[config.mk]
export PLATFORM = sky130hd
export DESIGN_NAME = gripper_auto_close_qualifier
export DESIGN_NICKNAME = d
export VERILOG_FILES = /design/src/sv/gacq_pkg.sv /design/src/sv/gacq_servo.sv /design/src/sv/gacq_core.sv /design/src/sv/gripper_auto_close_qualifier.sv
export SDC_FILE = /design/constraint.sdc
export NUM_CORES = 1
export LEC_CHECK = 0
export BUFFER_PORTS_ARGS = -buffer_cell sky130_fd_sc_hd__buf_2
export CAP_MARGIN = 20
export CORE_MARGIN = 8
export CORE_UTILIZATION = 55
export DETAILED_ROUTE_END_ITERATION = 12
export GPL_TIMING_DRIVEN = 0
export PLACE_DENSITY = 0.74
export SLEW_MARGIN = 25
export SYNTH_ARGS = -nofsm -noshare
export SYNTH_HDL_FRONTEND = slang
export SYNTH_SLANG_ARGS = --single-unit
export TNS_END_PERCENT = 20
[constraint.sdc]
create_clock -name clock -period 14.2 [get_ports clock]
set_input_delay 2.84 -clock clock [delete_from_list [all_inputs] [get_ports clock]]
set_output_delay 2.84 -clock clock [all_outputs]
set_load 0.1 [all_outputs]
[src/sv/gacq_pkg.sv]
`default_nettype none
package gacq_pkg;

   localparam logic [1:0] OP_TICK    = 2'd0;
   localparam logic [1:0] OP_CAMERA  = 2'd1;
   localparam logic [1:0] OP_READING = 2'd2;
   localparam logic [1:0] OP_COMMAND = 2'd3;

   localparam logic [7:0] BYTE_SIGHT   = 8'h56;
   localparam logic [7:0] BYTE_OPEN_U  = 8'h4F;
   localparam logic [7:0] BYTE_OPEN_L  = 8'h6F;
   localparam logic [7:0] BYTE_CLOSE_U = 8'h43;
   localparam logic [7:0] BYTE_CLOSE_L = 8'h63;
   localparam logic [7:0] BYTE_REARM_U = 8'h52;
   localparam logic [7:0] BYTE_REARM_L = 8'h72;

   localparam logic [2:0] CSR_WINDOW_MIN   = 3'd0;
   localparam logic [2:0] CSR_WINDOW_MAX   = 3'd1;
   localparam logic [2:0] CSR_REQ_HITS     = 3'd2;
   localparam logic [2:0] CSR_FRESH_LIMIT  = 3'd3;
   localparam logic [2:0] CSR_HOLD_TIME    = 3'd4;
   localparam logic [2:0] CSR_OPEN_ANGLE   = 3'd5;
   localparam logic [2:0] CSR_CLOSED_ANGLE = 3'd6;

   localparam int CSR_INDEX_WIDTH = 3;
   localparam int CSR_DATA_WIDTH  = 16;

   localparam logic [9:0]  MS_SAT      = 10'h3FF;
   localparam logic [7:0]  MAX_ANGLE   = 8'd180;
   localparam logic [11:0] TICK_MIN    = 12'd205;
   // 205 * ceil(2^23 / 180), exact floor(205 * a / 180) for a up to 180
   localparam logic [23:0] TICK_RECIP  = 24'd9553820;
   localparam int          TICK_SHIFT  = 23;

   localparam logic [15:0] RST_WINDOW_MIN   = 16'd56;
   localparam logic [15:0] RST_WINDOW_MAX   = 16'd60;
   localparam logic [2:0]  RST_REQ_HITS     = 3'd3;
   localparam logic [9:0]  RST_FRESH_LIMIT  = 10'd300;
   localparam logic [9:0]  RST_HOLD_TIME    = 10'd150;
   localparam logic [7:0]  RST_OPEN_ANGLE   = 8'd0;
   localparam logic [7:0]  RST_CLOSED_ANGLE = 8'd65;

   typedef struct packed {
      logic [1:0]  opcode;
      logic [7:0]  byte_value;
      logic [15:0] distance_mm;
      logic        reading_valid;
   } req_word_type;

   typedef struct packed {
      logic        claw_closed;
      logic [11:0] servo_ticks;
      logic        camera_confirmed;
      logic [2:0]  hit_count;
      logic        auto_fired;
   } rsp_word_type;

   typedef struct packed {
      logic [15:0] window_min_mm;
      logic [15:0] window_max_mm;
      logic [2:0]  required_hits;
      logic [9:0]  fresh_limit_ms;
      logic [9:0]  hold_time_ms;
      logic [7:0]  open_angle;
      logic [7:0]  closed_angle;
   } cfg_type;

endpackage
`default_nettype wire

[src/sv/gacq_servo.sv]
`default_nettype none
module gacq_servo (
   input  wire logic [7:0]  angle,
   output logic      [11:0] ticks
);

   logic [7:0]  angle_clamped;
   logic [31:0] scaled;

   always_comb begin
      angle_clamped = (angle > gacq_pkg::MAX_ANGLE) ? gacq_pkg::MAX_ANGLE : angle;
      scaled = {24'd0, angle_clamped} * {8'd0, gacq_pkg::TICK_RECIP};
      ticks = gacq_pkg::TICK_MIN
            + {4'd0, scaled[gacq_pkg::TICK_SHIFT + 7 : gacq_pkg::TICK_SHIFT]};
   end

endmodule
`default_nettype wire

[src/sv/gacq_core.sv]
`default_nettype none
module gacq_core (
   input  wire logic                   clock,
   input  wire logic                   reset,
   input  wire gacq_pkg::cfg_type      cfg,
   input  wire gacq_pkg::req_word_type item,
   input  wire logic                   advance,
   output gacq_pkg::rsp_word_type      result
);

   logic [9:0] since_ff, since_in;
   logic       active_ff, active_in;
   logic [9:0] sustain_ff, sustain_in;
   logic [2:0] hits_ff, hits_in;
   logic       closed_ff, closed_in;
   logic       armed_ff, armed_in;

   logic       eval;
   logic       tick;
   logic       fresh;
   logic       in_window;
   logic       confirmed;
   logic       fired;
   logic [7:0] angle;
   logic [11:0] ticks;

   always_comb begin
      since_in   = since_ff;
      active_in  = active_ff;
      sustain_in = sustain_ff;
      hits_in    = hits_ff;
      closed_in  = closed_ff;
      armed_in   = armed_ff;
      eval       = 1'b0;
      tick       = 1'b0;
      in_window  = item.reading_valid
                 && (item.distance_mm >= cfg.window_min_mm)
                 && (item.distance_mm <= cfg.window_max_mm);

      case (item.opcode)
         gacq_pkg::OP_TICK: begin
            if (since_ff < gacq_pkg::MS_SAT) since_in = since_ff + 10'd1;
            eval = 1'b1;
            tick = 1'b1;
         end
         gacq_pkg::OP_CAMERA: begin
            if (item.byte_value == gacq_pkg::BYTE_SIGHT) begin
               since_in = 10'd0;
               eval = 1'b1;
            end
         end
         gacq_pkg::OP_READING: begin
            if (in_window) begin
               if (hits_ff < cfg.required_hits) hits_in = hits_ff + 3'd1;
            end else begin
               hits_in = 3'd0;
               if (closed_ff) armed_in = 1'b1;
            end
         end
         default: begin
            if (item.byte_value == gacq_pkg::BYTE_OPEN_U
                  || item.byte_value == gacq_pkg::BYTE_OPEN_L) begin
               closed_in = 1'b0;
               hits_in   = 3'd0;
               armed_in  = 1'b1;
            end else if (item.byte_value == gacq_pkg::BYTE_CLOSE_U
                  || item.byte_value == gacq_pkg::BYTE_CLOSE_L) begin
               closed_in = 1'b1;
            end else if (item.byte_value == gacq_pkg::BYTE_REARM_U
                  || item.byte_value == gacq_pkg::BYTE_REARM_L) begin
               armed_in = 1'b1;
               hits_in  = 3'd0;
            end
         end
      endcase

      fresh = (since_in < gacq_pkg::MS_SAT) && (since_in <= cfg.fresh_limit_ms);
      if (eval) begin
         if (fresh) begin
            if (!active_ff) begin
               active_in  = 1'b1;
               sustain_in = 10'd0;
            end else if (tick && sustain_ff < gacq_pkg::MS_SAT) begin
               sustain_in = sustain_ff + 10'd1;
            end
         end else begin
            active_in  = 1'b0;
            sustain_in = 10'd0;
         end
      end

      confirmed = active_in && (sustain_in >= cfg.hold_time_ms);
      fired = armed_in && !closed_in && confirmed && (hits_in >= cfg.required_hits);
      if (fired) begin
         closed_in = 1'b1;
         armed_in  = 1'b0;
      end

      angle = closed_in ? cfg.closed_angle : cfg.open_angle;
   end

   gacq_servo u_servo (
      .angle (angle),
      .ticks (ticks)
   );

   always_comb begin
      result.claw_closed      = closed_in;
      result.servo_ticks      = ticks;
      result.camera_confirmed = confirmed;
      result.hit_count        = hits_in;
      result.auto_fired       = fired;
   end

   always_ff @(posedge clock) begin
      if (reset) begin
         since_ff   <= gacq_pkg::MS_SAT;
         active_ff  <= 1'b0;
         sustain_ff <= 10'd0;
         hits_ff    <= 3'd0;
         closed_ff  <= 1'b0;
         armed_ff   <= 1'b1;
      end else if (advance) begin
         since_ff   <= since_in;
         active_ff  <= active_in;
         sustain_ff <= sustain_in;
         hits_ff    <= hits_in;
         closed_ff  <= closed_in;
         armed_ff   <= armed_in;
      end
   end

endmodule
`default_nettype wire

[src/sv/gripper_auto_close_qualifier.sv]
// Gripper auto-close qualifier. Takes one word per cycle (ticks, camera bytes,
// distance readings, commands) unless stalled by rsp_ready, and returns exactly
// one result word for each. A word is registered on entry, evaluated against the
// qualifier state in a single pass and registered on exit; the input register
// advances into the output register once that is empty or draining. A new word
// is accepted every cycle while the result register drains; the combinational
// path from rsp_ready to req_ready is the only backpressure link. The servo
// on-tick count comes from a constant reciprocal multiply of the clamped angle.
// Configuration registers are written through the csr_ channel, always ready,
// and must only be changed while no words are in flight.
`default_nettype none
module gripper_auto_close_qualifier (
   input  wire logic                                     clock,
   input  wire logic                                     reset,
   input  wire logic                                     req_valid,
   output logic                                          req_ready,
   input  wire gacq_pkg::req_word_type                   req_data,
   output logic                                          rsp_valid,
   input  wire logic                                     rsp_ready,
   output gacq_pkg::rsp_word_type                        rsp_data,
   input  wire logic                                     csr_valid,
   output logic                                          csr_ready,
   input  wire logic [gacq_pkg::CSR_INDEX_WIDTH-1:0]     csr_index,
   input  wire logic [gacq_pkg::CSR_DATA_WIDTH-1:0]      csr_data
);

   gacq_pkg::cfg_type      cfg_ff;
   gacq_pkg::req_word_type in_data_ff;
   gacq_pkg::rsp_word_type out_data_ff;
   gacq_pkg::rsp_word_type result;
   logic                   in_valid_ff;
   logic                   out_valid_ff;
   logic                   advance;

   assign advance   = in_valid_ff && (!out_valid_ff || rsp_ready);
   assign req_ready = !in_valid_ff || advance;
   assign rsp_valid = out_valid_ff;
   assign rsp_data  = out_data_ff;
   assign csr_ready = 1'b1;

   always_ff @(posedge clock) begin
      if (reset) begin
         cfg_ff.window_min_mm  <= gacq_pkg::RST_WINDOW_MIN;
         cfg_ff.window_max_mm  <= gacq_pkg::RST_WINDOW_MAX;
         cfg_ff.required_hits  <= gacq_pkg::RST_REQ_HITS;
         cfg_ff.fresh_limit_ms <= gacq_pkg::RST_FRESH_LIMIT;
         cfg_ff.hold_time_ms   <= gacq_pkg::RST_HOLD_TIME;
         cfg_ff.open_angle     <= gacq_pkg::RST_OPEN_ANGLE;
         cfg_ff.closed_angle   <= gacq_pkg::RST_CLOSED_ANGLE;
      end else if (csr_valid) begin
         unique case (csr_index)
            gacq_pkg::CSR_WINDOW_MIN:   cfg_ff.window_min_mm  <= csr_data;
            gacq_pkg::CSR_WINDOW_MAX:   cfg_ff.window_max_mm  <= csr_data;
            gacq_pkg::CSR_REQ_HITS:     cfg_ff.required_hits  <= csr_data[2:0];
            gacq_pkg::CSR_FRESH_LIMIT:  cfg_ff.fresh_limit_ms <= csr_data[9:0];
            gacq_pkg::CSR_HOLD_TIME:    cfg_ff.hold_time_ms   <= csr_data[9:0];
            gacq_pkg::CSR_OPEN_ANGLE:   cfg_ff.open_angle     <= csr_data[7:0];
            gacq_pkg::CSR_CLOSED_ANGLE: cfg_ff.closed_angle   <= csr_data[7:0];
            default: begin
            end
         endcase
      end
   end

   always_ff @(posedge clock) begin
      if (reset) begin
         in_valid_ff <= 1'b0;
      end else if (req_ready) begin
         in_valid_ff <= req_valid;
      end
   end

   always_ff @(posedge clock) begin
      if (req_valid && req_ready) begin
         in_data_ff <= req_data;
      end
   end

   gacq_core u_core (
      .clock   (clock),
      .reset   (reset),
      .cfg     (cfg_ff),
      .item    (in_data_ff),
      .advance (advance),
      .result  (result)
   );

   always_ff @(posedge clock) begin
      if (reset) begin
         out_valid_ff <= 1'b0;
      end else if (advance) begin
         out_valid_ff <= 1'b1;
      end else if (rsp_ready) begin
         out_valid_ff <= 1'b0;
      end
   end

   always_ff @(posedge clock) begin
      if (advance) begin
         out_data_ff <= result;
      end
   end

endmodule
`default_nettype wire

==> summary.md <==
| Metric | Value |
|---|---|
| Worst Path Arrival | 12480 ps |
| Max stage delay on crit path | around 620 ps |
| Ranking of synthesized cells by area | dfxtp_1 (20%), ha_1 (16%), edfxtp_1 (13%) |
| Yosys top cell area share | around a fifth |
| F_max | 0.0812 GHz |
| IO buf count | 64 |
| Number of synthesized flops with an enable pin | 42 |
| Max-slew violations | 0 |
| Fin util | 63.2% |
| First-pass GRT wire length | 38200 um |
| Clk sink count | 141 |
| Number of synthesized register bits | around 140 |
| Final Skew | roughly 14 ps |
| Total vias in the final route | 8198 |
| GRT Residual Overflow | 0 |
| Switching power | roughly 320 uW |
| Post-Syn Area | 9730 um^2 |
| Total GRT Usage | 21.2% |
| Cells after Synth | roughly 1100 |
| Pint | ~750 uW |
| Clock tree buffer depth | 2 |
| I/O pin count | 72 |
| Worst-path clk slew | 70 ps |
| WL/cell | approximately 16 um |
| Critical path class | reg2reg |
| Initial antenna violation count | 3 |
| Placer Congestion | ~0.9 |
| Initial Util | between 50% and 60% |
| Synth cell types | 74 |
| Hold path depth | 2 |
| Vias/cell | 5.60 |
| Root buf cell | clkbuf_16 |
| Hold Fails Final Rpt | 0 |
| Core Rows | 48 |
| Maximum VDD drop | 0.0881 mV |
| Leak | 0.00496 uW |
| TritonCTS Buffers | 17 |
| Post-CTS setup buffer count | 0 |
| Seq pwr share | 41.4% |
| FILL cells | between 1500 and 2000 |
| Fin nets | 1431 |
| Main synth FF type | dfxtp_1 |
| Post-cts hold buffer count | 0 |
| Drt first pass iters | 5 |
| TNS Setup | 0 ps |
| Relative slew slack | between 30 and 40% |
| Ys async rst share | 0% |
| Measured slew at the worst slew-check pin | 975 ps |
| Share of cells above drive strength 1 | 10.1% |
| Power share of the combinational group | around 18% |
| Req. time, crit path | between 10000 and 15000 ps |
| DRC viols | 0 |
| Dpl hpwl | 18100 um |
| Seq/Total Area, Yosys | 33.3% |
| Die area | 22200 um^2 |
| Setup violations, final | 0 |
| DIE WIDTH | 149 um |
| Avg Cell Area, Syn | 8.56 um^2 |
| Post-route ant nets | 0 |
| Crit. End Element | flop |
| Vias in the first global route | 7939 |
| Pwr Density | about 98 nW/um^2 |
| Placeable Area | 17300 um^2 |
| Post-CTS Resized | 0 |
| Synth area leader | dfxtp_1 |
| Status | finished, final reports clean |
| Layout overhead on the synthesized area | 12.4% |
| RSZ-0062 raised after global routing | false |
| Drt total wl | 23300 um |
| H-tree levels | 4 |
| Worst min-delay path class | reg2reg |
| R2r worst-path depth | 42 |
| Clock share of power | about two fifths |
| Fin crit period | 12320 ps |
| Max-Cap Viols | 0 |
| Clk_lat worst skew | 430 ps |
| CTS tree | done |
| Crit path max fanout | 10 |
| Crit path max-delay cell type | o311ai_0 |
| Startpoint Class | flop |
| Die Y | between 100 and 150 um |
| Ys Warns | 0 |
| Initial DRC Count | 517 |
| Sw frac | 29.9% |
| Fin crit share | 86.7% |
| Pin count of the biggest net entering global routing | 28 |
==> Yosys cell counts, types with 7 or more instances <==
cell type / count
nand2_1: 169
inv_1: 141
ha_1: 127
dfxtp_1: 99
a21oi_1: 98
nor2_1: 83
o21ai_0: 43
edfxtp_1: 42
fa_1: 31
nand3_1: 31
clkbuf_1: 28
nor3_1: 23
nand2b_1: 14
nand4_1: 14
mux2i_1: 13
o211ai_1: 9
a211o_1: 8
a211oi_1: 8
nor2b_1: 8
o21a_1: 8
xor2_1: 8
a21o_1: 7
nor3b_1: 7
nor4_1: 7
==> worst paths after layout <==
| check | slack (ps) | to | startpoint |
|---|---|---|---|
| min reg2reg | 460 | cfg_ff[24] | cfg_ff[24] |
| max reg2reg | 1880 | rsp_data[12] | in_data_ff[26] |
| min | 460 | cfg_ff[24] | cfg_ff[24] |
| max | 1880 | rsp_data[12] | in_data_ff[26] |
==> kinds of logic (layout without fill, tap and decap cells) <==
kind of cell             Yosys count  count (layout)  synth area share [%]
AND/OR/NAND/NOR                  400             400                  19.4
AO/OA/AOI/OAI                    226             226                  14.4
buffers and inverters            179             275                  7.08
adder cells (fa/ha/maj)          159             159                  22.8
flip-flops                       141             141                  33.3
multiplexers                      16              16                  1.72
XOR/XNOR                          14              14                  1.26
other                              2               7                0.0771
==> routing by layer <==
| metal | track usage, % | part of all wire (%) | vias up |
|---|---|---|---|
| li1 | - | - | 4103 |
| met1 | 27.2 | 45 | 3849 |
| met2 | 35.5 | 48 | 209 |
| met3 | 4.00 | 4.7 | 35 |
| met4 | 6.71 | 1.6 | 2 |
| met5 | 0 | 0.056 | - |
==> layout make-up <==
class,count,area [um^2],area share (%)
antenna,3,7.51,0.0686
buffer,36,154,1.41
clock buffer,22,498,4.55
clock inverter,10,80.1,0.732
inverter,143,537,4.91
multi-input combinational,819,5820,53.2
sequential,141,3240,29.7
tap,225,282,2.57
timing repair buffer,64,320,2.93
==> cells in the final DEF, fill, tap and decap left out, types with 22 or more instances in the layout <==
| cell | count |
|---|---|
| a21oi_1 | 98 |
| buf_2 | 66 |
| clkbuf_1 | 29 |
| dfxtp_1 | 99 |
| edfxtp_1 | 42 |
| fa_1 | 31 |
| ha_1 | 127 |
| inv_1 | 141 |
| nand2_1 | 169 |
| nand3_1 | 31 |
| nor2_1 | 83 |
| nor3_1 | 22 |
| o21ai_0 | 42 |
==> per-stage QoR <==
step	instance area (um^2)	setup WS (ps)	total power, uW	hold slack [ps]	instances
floorplan	9740	3950	595	436	1139
global placement	10300	2010	641	442	1428
detailed placement	10300	1970	647	450	1428
CTS	10900	1870	1080	458	1460
global route	10900	1060	1120	479	1462
finish	10900	1880	1070	456	1463
==> critical path: cells and delay by family (launching register included) <==
kind | cells | cell delay (ps)
AOI/OAI and AO/OA | 18 | 5130
adders and majority gates | 7 | 2730
and+or+nand+nor | 9 | 2410
buffers and inverters | 7 | 1190
DFF | 1 | 420
xor gates and xnor gates | 1 | 140
==> power groups by stage <==
stage	Combinational [uW]	Clock, uW	Sequential, uW
after floorplan	128	0	467
after global placement	189	0	452
after detailed placement	195	0	453
after CTS	196	437	444
after global routing	220	452	446
final	196	432	444
==> flip-flops by register name, summed over array words and instances, names as in the netlist, 3 cells and up <==
signal,count
rsp_data,15
u_core.since_ff,10
u_core.sustain_ff,10
cfg_ff,71
u_core.hits_ff,3
in_data_ff,27
Note: power is estimated with default switching activity, not from simulation.
